## config.mk

```make
export PLATFORM = sky130hd
export DESIGN_NAME = qosf_alu
export DESIGN_NICKNAME = d
export VERILOG_FILES = /design/src/hw/rtl/qosf_pkg.sv /design/src/hw/rtl/qosf_alu.sv
export SDC_FILE = /design/constraint.sdc
export NUM_CORES = 2
export LEC_CHECK = 0
export ABC_CLOCK_PERIOD_IN_PS = 8300
export BUFFER_PORTS_ARGS = -buffer_cell sky130_fd_sc_hd__buf_4
export CORE_UTILIZATION = 60
export CTS_CLUSTER_DIAMETER = 200
export CTS_CLUSTER_SIZE = 14
export DETAILED_ROUTE_END_ITERATION = 16
export PLACE_DENSITY = 0.8
export SYNTH_ARGS = -nofsm -noshare
export SYNTH_HDL_FRONTEND = slang
export SYNTH_SLANG_ARGS = --single-unit
```

## constraint.sdc

```tcl
create_clock -name clk_i -period 8.3 [get_ports clk_i]
set_input_delay 0.83 -clock clk_i [delete_from_list [all_inputs] [get_ports clk_i]]
set_output_delay 0.83 -clock clk_i [all_outputs]
set_load 0.03 [all_outputs]
```

## src/hw/rtl/qosf_pkg.sv

```systemverilog
// Shared types, fixed-point constants and the step table of the observer/controller sequencer.
// No dependencies; the ALU, the top level and the testbench import this package.
`default_nettype none

package qosf_pkg;

  localparam int FRAC_BITS = 16;
  localparam int OPA_W     = 34;
  localparam int ACC_W     = 64;
  localparam int MOTOR_SH  = FRAC_BITS + 8;

  localparam logic [5:0] N_STEPS = 6'd35;

  // Coefficients: rate conversion and observer gains in Q30, flow gain in Q24,
  // feedback gains premultiplied by the mixer constants in Q8.
  localparam logic signed [31:0] K_UNIT  = 32'sd1;
  localparam logic signed [31:0] K_RADQ  = 32'sd18740330;
  localparam logic signed [31:0] K_FLOW  = 32'sd68661691;
  localparam logic signed [31:0] C_DT    = 32'sd2147484;
  localparam logic signed [31:0] C_DTG   = 32'sd21066815;
  localparam logic signed [31:0] C_OZ    = 32'sd42931774;
  localparam logic signed [31:0] C_TH    = 32'sd8012;
  localparam logic signed [31:0] C_PH    = 32'sd4626;
  localparam logic signed [31:0] C_VX    = 32'sd212360;
  localparam logic signed [31:0] C_VY    = 32'sd157758;
  localparam logic signed [31:0] C_VZ    = 32'sd187546905;
  localparam logic signed [31:0] G_EY    = 32'sd1816982;
  localparam logic signed [31:0] G_PHI   = 32'sd4243728;
  localparam logic signed [31:0] G_VY    = 32'sd1379189;
  localparam logic signed [31:0] G_WX    = 32'sd672238;
  localparam logic signed [31:0] G_EX    = 32'sd1816982;
  localparam logic signed [31:0] G_TH    = 32'sd4703808;
  localparam logic signed [31:0] G_VX    = 32'sd1439653;
  localparam logic signed [31:0] G_WY    = 32'sd685131;
  localparam logic signed [31:0] G_PSI   = 32'sd3317383;
  localparam logic signed [31:0] G_WZ    = 32'sd1536300;
  localparam logic signed [31:0] G_EZ    = 32'sd5745793;
  localparam logic signed [31:0] G_VZ    = 32'sd6644785;
  localparam logic signed [31:0] G_F0    = 32'sd9509031;

  // Operand sources of the shared multiplier.
  localparam logic [4:0] SRC_GX    = 5'd0;
  localparam logic [4:0] SRC_GY    = 5'd1;
  localparam logic [4:0] SRC_GZ    = 5'd2;
  localparam logic [4:0] SRC_ACCEL = 5'd3;
  localparam logic [4:0] SRC_FX    = 5'd4;
  localparam logic [4:0] SRC_FY    = 5'd5;
  localparam logic [4:0] SRC_RNG   = 5'd6;
  localparam logic [4:0] SRC_VX    = 5'd7;
  localparam logic [4:0] SRC_VY    = 5'd8;
  localparam logic [4:0] SRC_VZ    = 5'd9;
  localparam logic [4:0] SRC_WX    = 5'd10;
  localparam logic [4:0] SRC_WY    = 5'd11;
  localparam logic [4:0] SRC_WZ    = 5'd12;
  localparam logic [4:0] SRC_EX    = 5'd13;
  localparam logic [4:0] SRC_EY    = 5'd14;
  localparam logic [4:0] SRC_ER    = 5'd15;
  localparam logic [4:0] SRC_PITCH = 5'd16;
  localparam logic [4:0] SRC_ROLL  = 5'd17;
  localparam logic [4:0] SRC_YAW   = 5'd18;
  localparam logic [4:0] SRC_ONE   = 5'd19;
  localparam logic [4:0] SRC_PXD   = 5'd20;
  localparam logic [4:0] SRC_PYD   = 5'd21;
  localparam logic [4:0] SRC_PZD   = 5'd22;

  // Destinations; the nine estimate registers come first.
  localparam logic [4:0] DST_PX    = 5'd0;
  localparam logic [4:0] DST_PY    = 5'd1;
  localparam logic [4:0] DST_PZ    = 5'd2;
  localparam logic [4:0] DST_YAW   = 5'd3;
  localparam logic [4:0] DST_PITCH = 5'd4;
  localparam logic [4:0] DST_ROLL  = 5'd5;
  localparam logic [4:0] DST_VX    = 5'd6;
  localparam logic [4:0] DST_VY    = 5'd7;
  localparam logic [4:0] DST_VZ    = 5'd8;
  localparam logic [4:0] DST_WX    = 5'd9;
  localparam logic [4:0] DST_WY    = 5'd10;
  localparam logic [4:0] DST_WZ    = 5'd11;
  localparam logic [4:0] DST_EX    = 5'd12;
  localparam logic [4:0] DST_EY    = 5'd13;
  localparam logic [4:0] DST_ER    = 5'd14;
  localparam logic [4:0] DST_TX    = 5'd15;
  localparam logic [4:0] DST_TY    = 5'd16;
  localparam logic [4:0] DST_TZ    = 5'd17;
  localparam logic [4:0] DST_FZ    = 5'd18;

  typedef struct packed {
    logic [4:0]         src;
    logic signed [31:0] coef;
    logic               neg;
    logic               first;
    logic               last;
    logic [4:0]         dst;
  } uop_t;

  typedef struct packed {
    logic mul_en;
    logic acc_en;
    logic first;
    logic neg;
  } alu_ctl_t;

  function automatic uop_t get_uop(input logic [5:0] idx);
    uop_t u;
    u = '{src: SRC_ONE, coef: K_UNIT, neg: 1'b0, first: 1'b1, last: 1'b0, dst: DST_PX};
    unique case (idx)
      6'd0:  u = '{SRC_GX,    K_RADQ, 1'b0, 1'b1, 1'b1, DST_WX};
      6'd1:  u = '{SRC_GY,    K_RADQ, 1'b0, 1'b1, 1'b1, DST_WY};
      6'd2:  u = '{SRC_GZ,    K_RADQ, 1'b0, 1'b1, 1'b1, DST_WZ};
      6'd3:  u = '{SRC_FX,    K_FLOW, 1'b0, 1'b1, 1'b1, DST_EX};
      6'd4:  u = '{SRC_FY,    K_FLOW, 1'b0, 1'b1, 1'b1, DST_EY};
      6'd5:  u = '{SRC_RNG,   K_UNIT, 1'b0, 1'b1, 1'b1, DST_ER};
      6'd6:  u = '{SRC_VX,    C_DT,   1'b0, 1'b1, 1'b1, DST_PX};
      6'd7:  u = '{SRC_VY,    C_DT,   1'b0, 1'b1, 1'b1, DST_PY};
      6'd8:  u = '{SRC_VZ,    C_DT,   1'b0, 1'b1, 1'b0, DST_PZ};
      6'd9:  u = '{SRC_ER,    C_OZ,   1'b1, 1'b0, 1'b1, DST_PZ};
      6'd10: u = '{SRC_WZ,    C_DT,   1'b0, 1'b1, 1'b1, DST_YAW};
      6'd11: u = '{SRC_WY,    C_DT,   1'b0, 1'b1, 1'b0, DST_PITCH};
      6'd12: u = '{SRC_EX,    C_TH,   1'b1, 1'b0, 1'b1, DST_PITCH};
      6'd13: u = '{SRC_WX,    C_DT,   1'b0, 1'b1, 1'b0, DST_ROLL};
      6'd14: u = '{SRC_EY,    C_PH,   1'b0, 1'b0, 1'b1, DST_ROLL};
      6'd15: u = '{SRC_PITCH, C_DTG,  1'b0, 1'b1, 1'b0, DST_VX};
      6'd16: u = '{SRC_EX,    C_VX,   1'b1, 1'b0, 1'b1, DST_VX};
      6'd17: u = '{SRC_ROLL,  C_DTG,  1'b1, 1'b1, 1'b0, DST_VY};
      6'd18: u = '{SRC_EY,    C_VY,   1'b1, 1'b0, 1'b1, DST_VY};
      6'd19: u = '{SRC_ACCEL, C_DTG,  1'b0, 1'b1, 1'b0, DST_VZ};
      6'd20: u = '{SRC_ONE,   C_DTG,  1'b1, 1'b0, 1'b0, DST_VZ};
      6'd21: u = '{SRC_ER,    C_VZ,   1'b1, 1'b0, 1'b1, DST_VZ};
      6'd22: u = '{SRC_PYD,   G_EY,   1'b0, 1'b1, 1'b0, DST_TX};
      6'd23: u = '{SRC_ROLL,  G_PHI,  1'b1, 1'b0, 1'b0, DST_TX};
      6'd24: u = '{SRC_VY,    G_VY,   1'b0, 1'b0, 1'b0, DST_TX};
      6'd25: u = '{SRC_WX,    G_WX,   1'b1, 1'b0, 1'b1, DST_TX};
      6'd26: u = '{SRC_PXD,   G_EX,   1'b1, 1'b1, 1'b0, DST_TY};
      6'd27: u = '{SRC_PITCH, G_TH,   1'b1, 1'b0, 1'b0, DST_TY};
      6'd28: u = '{SRC_VX,    G_VX,   1'b1, 1'b0, 1'b0, DST_TY};
      6'd29: u = '{SRC_WY,    G_WY,   1'b1, 1'b0, 1'b1, DST_TY};
      6'd30: u = '{SRC_YAW,   G_PSI,  1'b1, 1'b1, 1'b0, DST_TZ};
      6'd31: u = '{SRC_WZ,    G_WZ,   1'b1, 1'b0, 1'b1, DST_TZ};
      6'd32: u = '{SRC_PZD,   G_EZ,   1'b1, 1'b1, 1'b0, DST_FZ};
      6'd33: u = '{SRC_VZ,    G_VZ,   1'b1, 1'b0, 1'b0, DST_FZ};
      6'd34: u = '{SRC_ONE,   G_F0,   1'b0, 1'b0, 1'b1, DST_FZ};
      default: u = '{SRC_ONE, K_UNIT, 1'b0, 1'b1, 1'b0, DST_PX};
    endcase
    return u;
  endfunction

  function automatic logic signed [31:0] sat32(input logic signed [ACC_W+1:0] v);
    logic signed [ACC_W+1:0] hi;
    logic signed [ACC_W+1:0] lo;
    hi = (ACC_W+2)'(64'sh7FFF_FFFF);
    lo = -(ACC_W+2)'(64'sh8000_0000);
    if (v > hi) begin
      return 32'sh7FFF_FFFF;
    end else if (v < lo) begin
      return 32'sh8000_0000;
    end
    return v[31:0];
  endfunction

endpackage

`default_nettype wire

```

## src/hw/rtl/qosf_alu.sv

```systemverilog
// Shared multiply-accumulate unit: a registered product followed by a 64-bit accumulator.
// Depends on qosf_pkg.
`default_nettype none

module qosf_alu import qosf_pkg::*; (
  input  logic                    clk_i,
  input  alu_ctl_t                ctl_i,
  input  logic signed [OPA_W-1:0] opa_i,
  input  logic signed [31:0]      coef_i,
  output logic signed [ACC_W-1:0] acc_o
);

  logic signed [OPA_W+31:0] prod_full;
  logic signed [ACC_W-1:0]  prod_q;
  logic signed [ACC_W-1:0]  acc_q;
  logic signed [ACC_W-1:0]  acc_d;
  logic signed [ACC_W-1:0]  base;

  assign prod_full = opa_i * coef_i;
  assign base      = ctl_i.first ? '0 : acc_q;
  assign acc_d     = ctl_i.neg ? base - prod_q : base + prod_q;
  assign acc_o     = acc_q;

  always_ff @(posedge clk_i) begin
    if (ctl_i.mul_en) begin
      prod_q <= prod_full[ACC_W-1:0];
    end
    if (ctl_i.acc_en) begin
      acc_q <= acc_d;
    end
  end

endmodule

`default_nettype wire

```

==> results_dict.tcl <==
set metrics [dict create \
    seq_area_mm2 0.003844 \
    cp.arrival_ns 8.08 \
    die_width_um 279.9 \
    fp-row-count 101 \
    ys_async_sr_fraction_pct 0 \
    vias_per_cell 5.671 \
    syn_nets 6353 \
    worstSetupPathType "input pin to register" \
    crit_required_ns 8.47 \
    die_h_um 279.9 \
    worst_slew_pin_slew_ns 0.9021 \
    vias 33880 \
    synth_top_family_by_area "adder cells" \
    dpl.hpwl_um 99230 \
    drt_pre_antenna_iters 7 \
    netlist_instances 4910 \
    min_path_cells 2 \
    maxSlewHeadroom_pct 39.86 \
    clk_latency_ns 0.43 \
    nNetsFinal 6373 \
    period_minus_slack_ns 7.910 \
    synthMuxAreaShare_pct 0.02161 \
    synth-compound-area-share_pct 6.077 \
    drv_cap 0 \
    drive_gt1_share_pct 5.847 \
    ios 135 \
    cts_root_buf "clkbuf_16" \
    antenna_left 0 \
    cp-end-kind "register" \
    clkTransAtPathRegs_ns 0.06 \
    hold_path.class "register to register" \
    worst_r2r_path_depth 18 \
    synth_xor_area_share_pct 3.816 \
    cts_buffers 17 \
    fillers 6058 \
    grt_use_total_pct 32.04 \
    hold_end "acc_o[0]" \
    clock_sinks 128 \
    h-tree-depth 4 \
    yosys.cell_types.count 70 \
    cts_buffer_depth 2 \
    first_global_vias 37200 \
    synthToLayoutAreaGrowth_pct 6.048 \
    start_util_pct 60.79 \
    drv_slew 0 \
    die_area_mm2 0.07832 \
    ys_ff_latch 128 \
    cts_resized 0 \
    portBuffers 134 \
    status "finished, final reports clean" \
    grt_pass1_wl_um 195600 \
    wl_per_cell_um 19.86 \
    critPathMaxFanout 16 \
    routed_wl_um 118700 \
    synth_area_mm2 0.04632 \
    multi_input_area_mm2 0.03777 \
    r2r-end "acc_o[62]" \
    grt-ovfl-total 0 \
    synth-seq-area-share_pct 8.297 \
    r2r-start "prod_q[9]" \
    gp_congestion 0.9383 \
    clock_skew_ns 0.01035 \
    tns_ns 0 \
    coreArea_mm2 0.07620 \
    max_freq_mhz 126.4 \
    synthSimpleGateAreaFrac_pct 16.35 \
    cts_tree "done" \
    grt_max_degree 65 \
    finalSetupViolations 0 \
    worstHoldStart "prod_q[0]" \
    dr.first_iter.drc_count 2442 \
    drc 0 \
    period_share_pct 95.30 \
    yosys.area_share.adder_pct 55.26 \
    r2r_slack_ns 2.08 \
    synthFlopType "edfxtp_1" \
    synth_edf_count 128 \
    ys_warn_count 0 \
    avgSynthCellArea_um2 9.435 \
    start_kind "input pin" \
    rsz0062_at_grt "no" \
    grt_antenna_before_repair 5 \
    hold_viol_final 0 \
]
per-stage QoR:
| step | utilization (%) | hold WS, ns | setup WS (ns) | std cells | area (µm²) |
|---|---|---|---|---|---|
| after floorplan | - | 0.6929 | 0.1220 | 4910 | 46320 |
| after global placement | 63.68 | 0.7324 | 0.1890 | 5940 | 48530 |
| after detailed placement | 63.68 | 0.7616 | 0.05233 | 5940 | 48530 |
| after CTS | 64.45 | 0.7627 | 0.4758 | 5972 | 49110 |
| after global routing | 64.47 | 0.7906 | 0.003801 | 5975 | 49130 |
| final | 64.47 | 0.7572 | 0.3904 | 5975 | 49130 |
worst max path at each step:
stage | slack [ns] | depth (start not counted) | startpoint | to
final | 0.39 | 26 | coef_i[7] | prod_q[59]
after global routing | 0.004 | 26 | coef_i[7] | prod_q[59]
after CTS | 0.48 | 24 | coef_i[9] | prod_q[59]
after detailed placement | 0.05 | 24 | coef_i[9] | prod_q[59]
after global placement | 0.19 | 27 | coef_i[8] | prod_q[61]
after floorplan | 0.12 | 26 | opa_i[33] | prod_q[58]
sequential cells by signal, indices dropped and copies added (netlist names):
register	count
acc_o	64
prod_q	64
kinds of logic (layout without fill, tap and decap cells):
kind of cell / Yosys count / in the layout
AO/OA/AOI/OAI: 453 / 453
XOR/XNOR: 201 / 201
adder cells (fa/ha/maj): 1372 / 1372
buffers and inverters: 1256 / 1289
flip-flops: 128 / 128
multiplexers: 1 / 1
other: 0 / 2
AND/OR/NAND/NOR: 1499 / 1499
what timing repair did:
| action | in CTS | in global routing |
|---|---|---|
| hold buffers | 0 | 0 |
| endpoints found under the setup margin | 0 | 2 |
| buffers inserted | 0 | 1 |
layout by cell type (no fill, tap or decap), types with 4 or more instances in the layout:
cell       count
a211oi_1      12
a21boi_0       5
a21o_1        67
a21oi_1      177
a311oi_1       5
a31oi_1       21
and2_1       547
and3_1         7
and4_1         4
buf_4        244
clkbuf_16     17
clkinv_4       5
edfxtp_1     128
fa_1        1123
ha_1         249
inv_1       1012
nand2_1      597
nand2b_1      22
nand3_1       33
nand4_1       21
nor2_1       124
nor2b_1       72
nor3_1        29
nor4_1        13
o2111ai_1      4
o211ai_1      12
o21a_1        13
o21ai_0       75
o21bai_1      15
o31ai_1       11
or3_1          4
or4_1          7
xnor2_1      159
xor2_1        41
area by class of cell:
class | count | area share (%)
clock buffers | 17 | 0.8660
repair buffers | 244 | 3.729
multi-input cells | 3526 | 76.88
flip-flops and latches | 128 | 7.824
well taps | 1030 | 2.623
inverters | 1013 | 7.740
diodes | 2 | 0.01019
clock inverters | 15 | 0.3311
Yosys cell counts, types with 3 or more instances:
cell type     n  area share, %
nor3_1       29           0.31
xor2_1       41           0.78
and3_1        7          0.095
a211oi_1     12           0.19
a31oi_1      21           0.28
and4_1        4          0.076
a211o_1       3          0.057
or3_1         4          0.054
nor3b_1       3          0.049
o41ai_1       3          0.057
a311oi_1      5          0.095
fa_1       1123             49
o311ai_0      3          0.057
nor2_1      124            1.0
nand4_1      21           0.28
or4_1         7           0.11
nor2b_1      72           0.97
a21boi_0      5          0.081
o21bai_1     15           0.24
nand2b_1     22           0.30
a21oi_1     177            1.9
a2111oi_0     3          0.057
a21o_1       67            1.1
o21a_1       13           0.21
nor4_1       13           0.18
o21ai_0      75           0.81
clkbuf_1    241            2.0
nand3_1      33           0.36
o31ai_1      11           0.18
inv_1      1012            8.2
nor4b_1       3          0.057
o31a_1        3          0.057
and2_1      547            7.4
xnor2_1     159            3.0
edfxtp_1    128            8.3
ha_1        249            6.7
o211ai_1     12           0.19
nand2_1     597            4.8
o2111ai_1     4          0.076
worst max-delay path: stages:
cell	delay (ns)
buf_4	0.21
buf_4	0.23
nand2_1	0.09
fa_1	0.48
inv_1	0.06
fa_1	0.48
fa_1	0.52
inv_1	0.05
fa_1	0.51
inv_1	0.08
fa_1	0.49
fa_1	0.57
fa_1	0.43
fa_1	0.46
ha_1	0.42
nand4_1	0.27
nor4_1	0.36
o21ai_0	0.15
nand2_1	0.12
a311oi_1	0.10
buf_4	0.17
a21bo_2	0.21
o31a_1	0.28
o21a_1	0.21
o21ai_0	0.20
xor2_1	0.09
metal layers:
| metal | routed length, µm | vias to the layer above | part of all wire [%] | track usage [%] |
|---|---|---|---|---|
| met5 | 26 | - | 0.022 | 0 |
| met4 | 3515 | 4 | 3.0 | 9.584 |
| met3 | 11430 | 250 | 9.6 | 6.697 |
| met2 | 56040 | 1546 | 47 | 52.52 |
| met1 | 47670 | 17340 | 40 | 43.15 |
| li1 | - | 14740 | - | - |
Power is not shown: default switching activity piles up to over one toggle a cycle in this logic, so the estimate is an artifact.
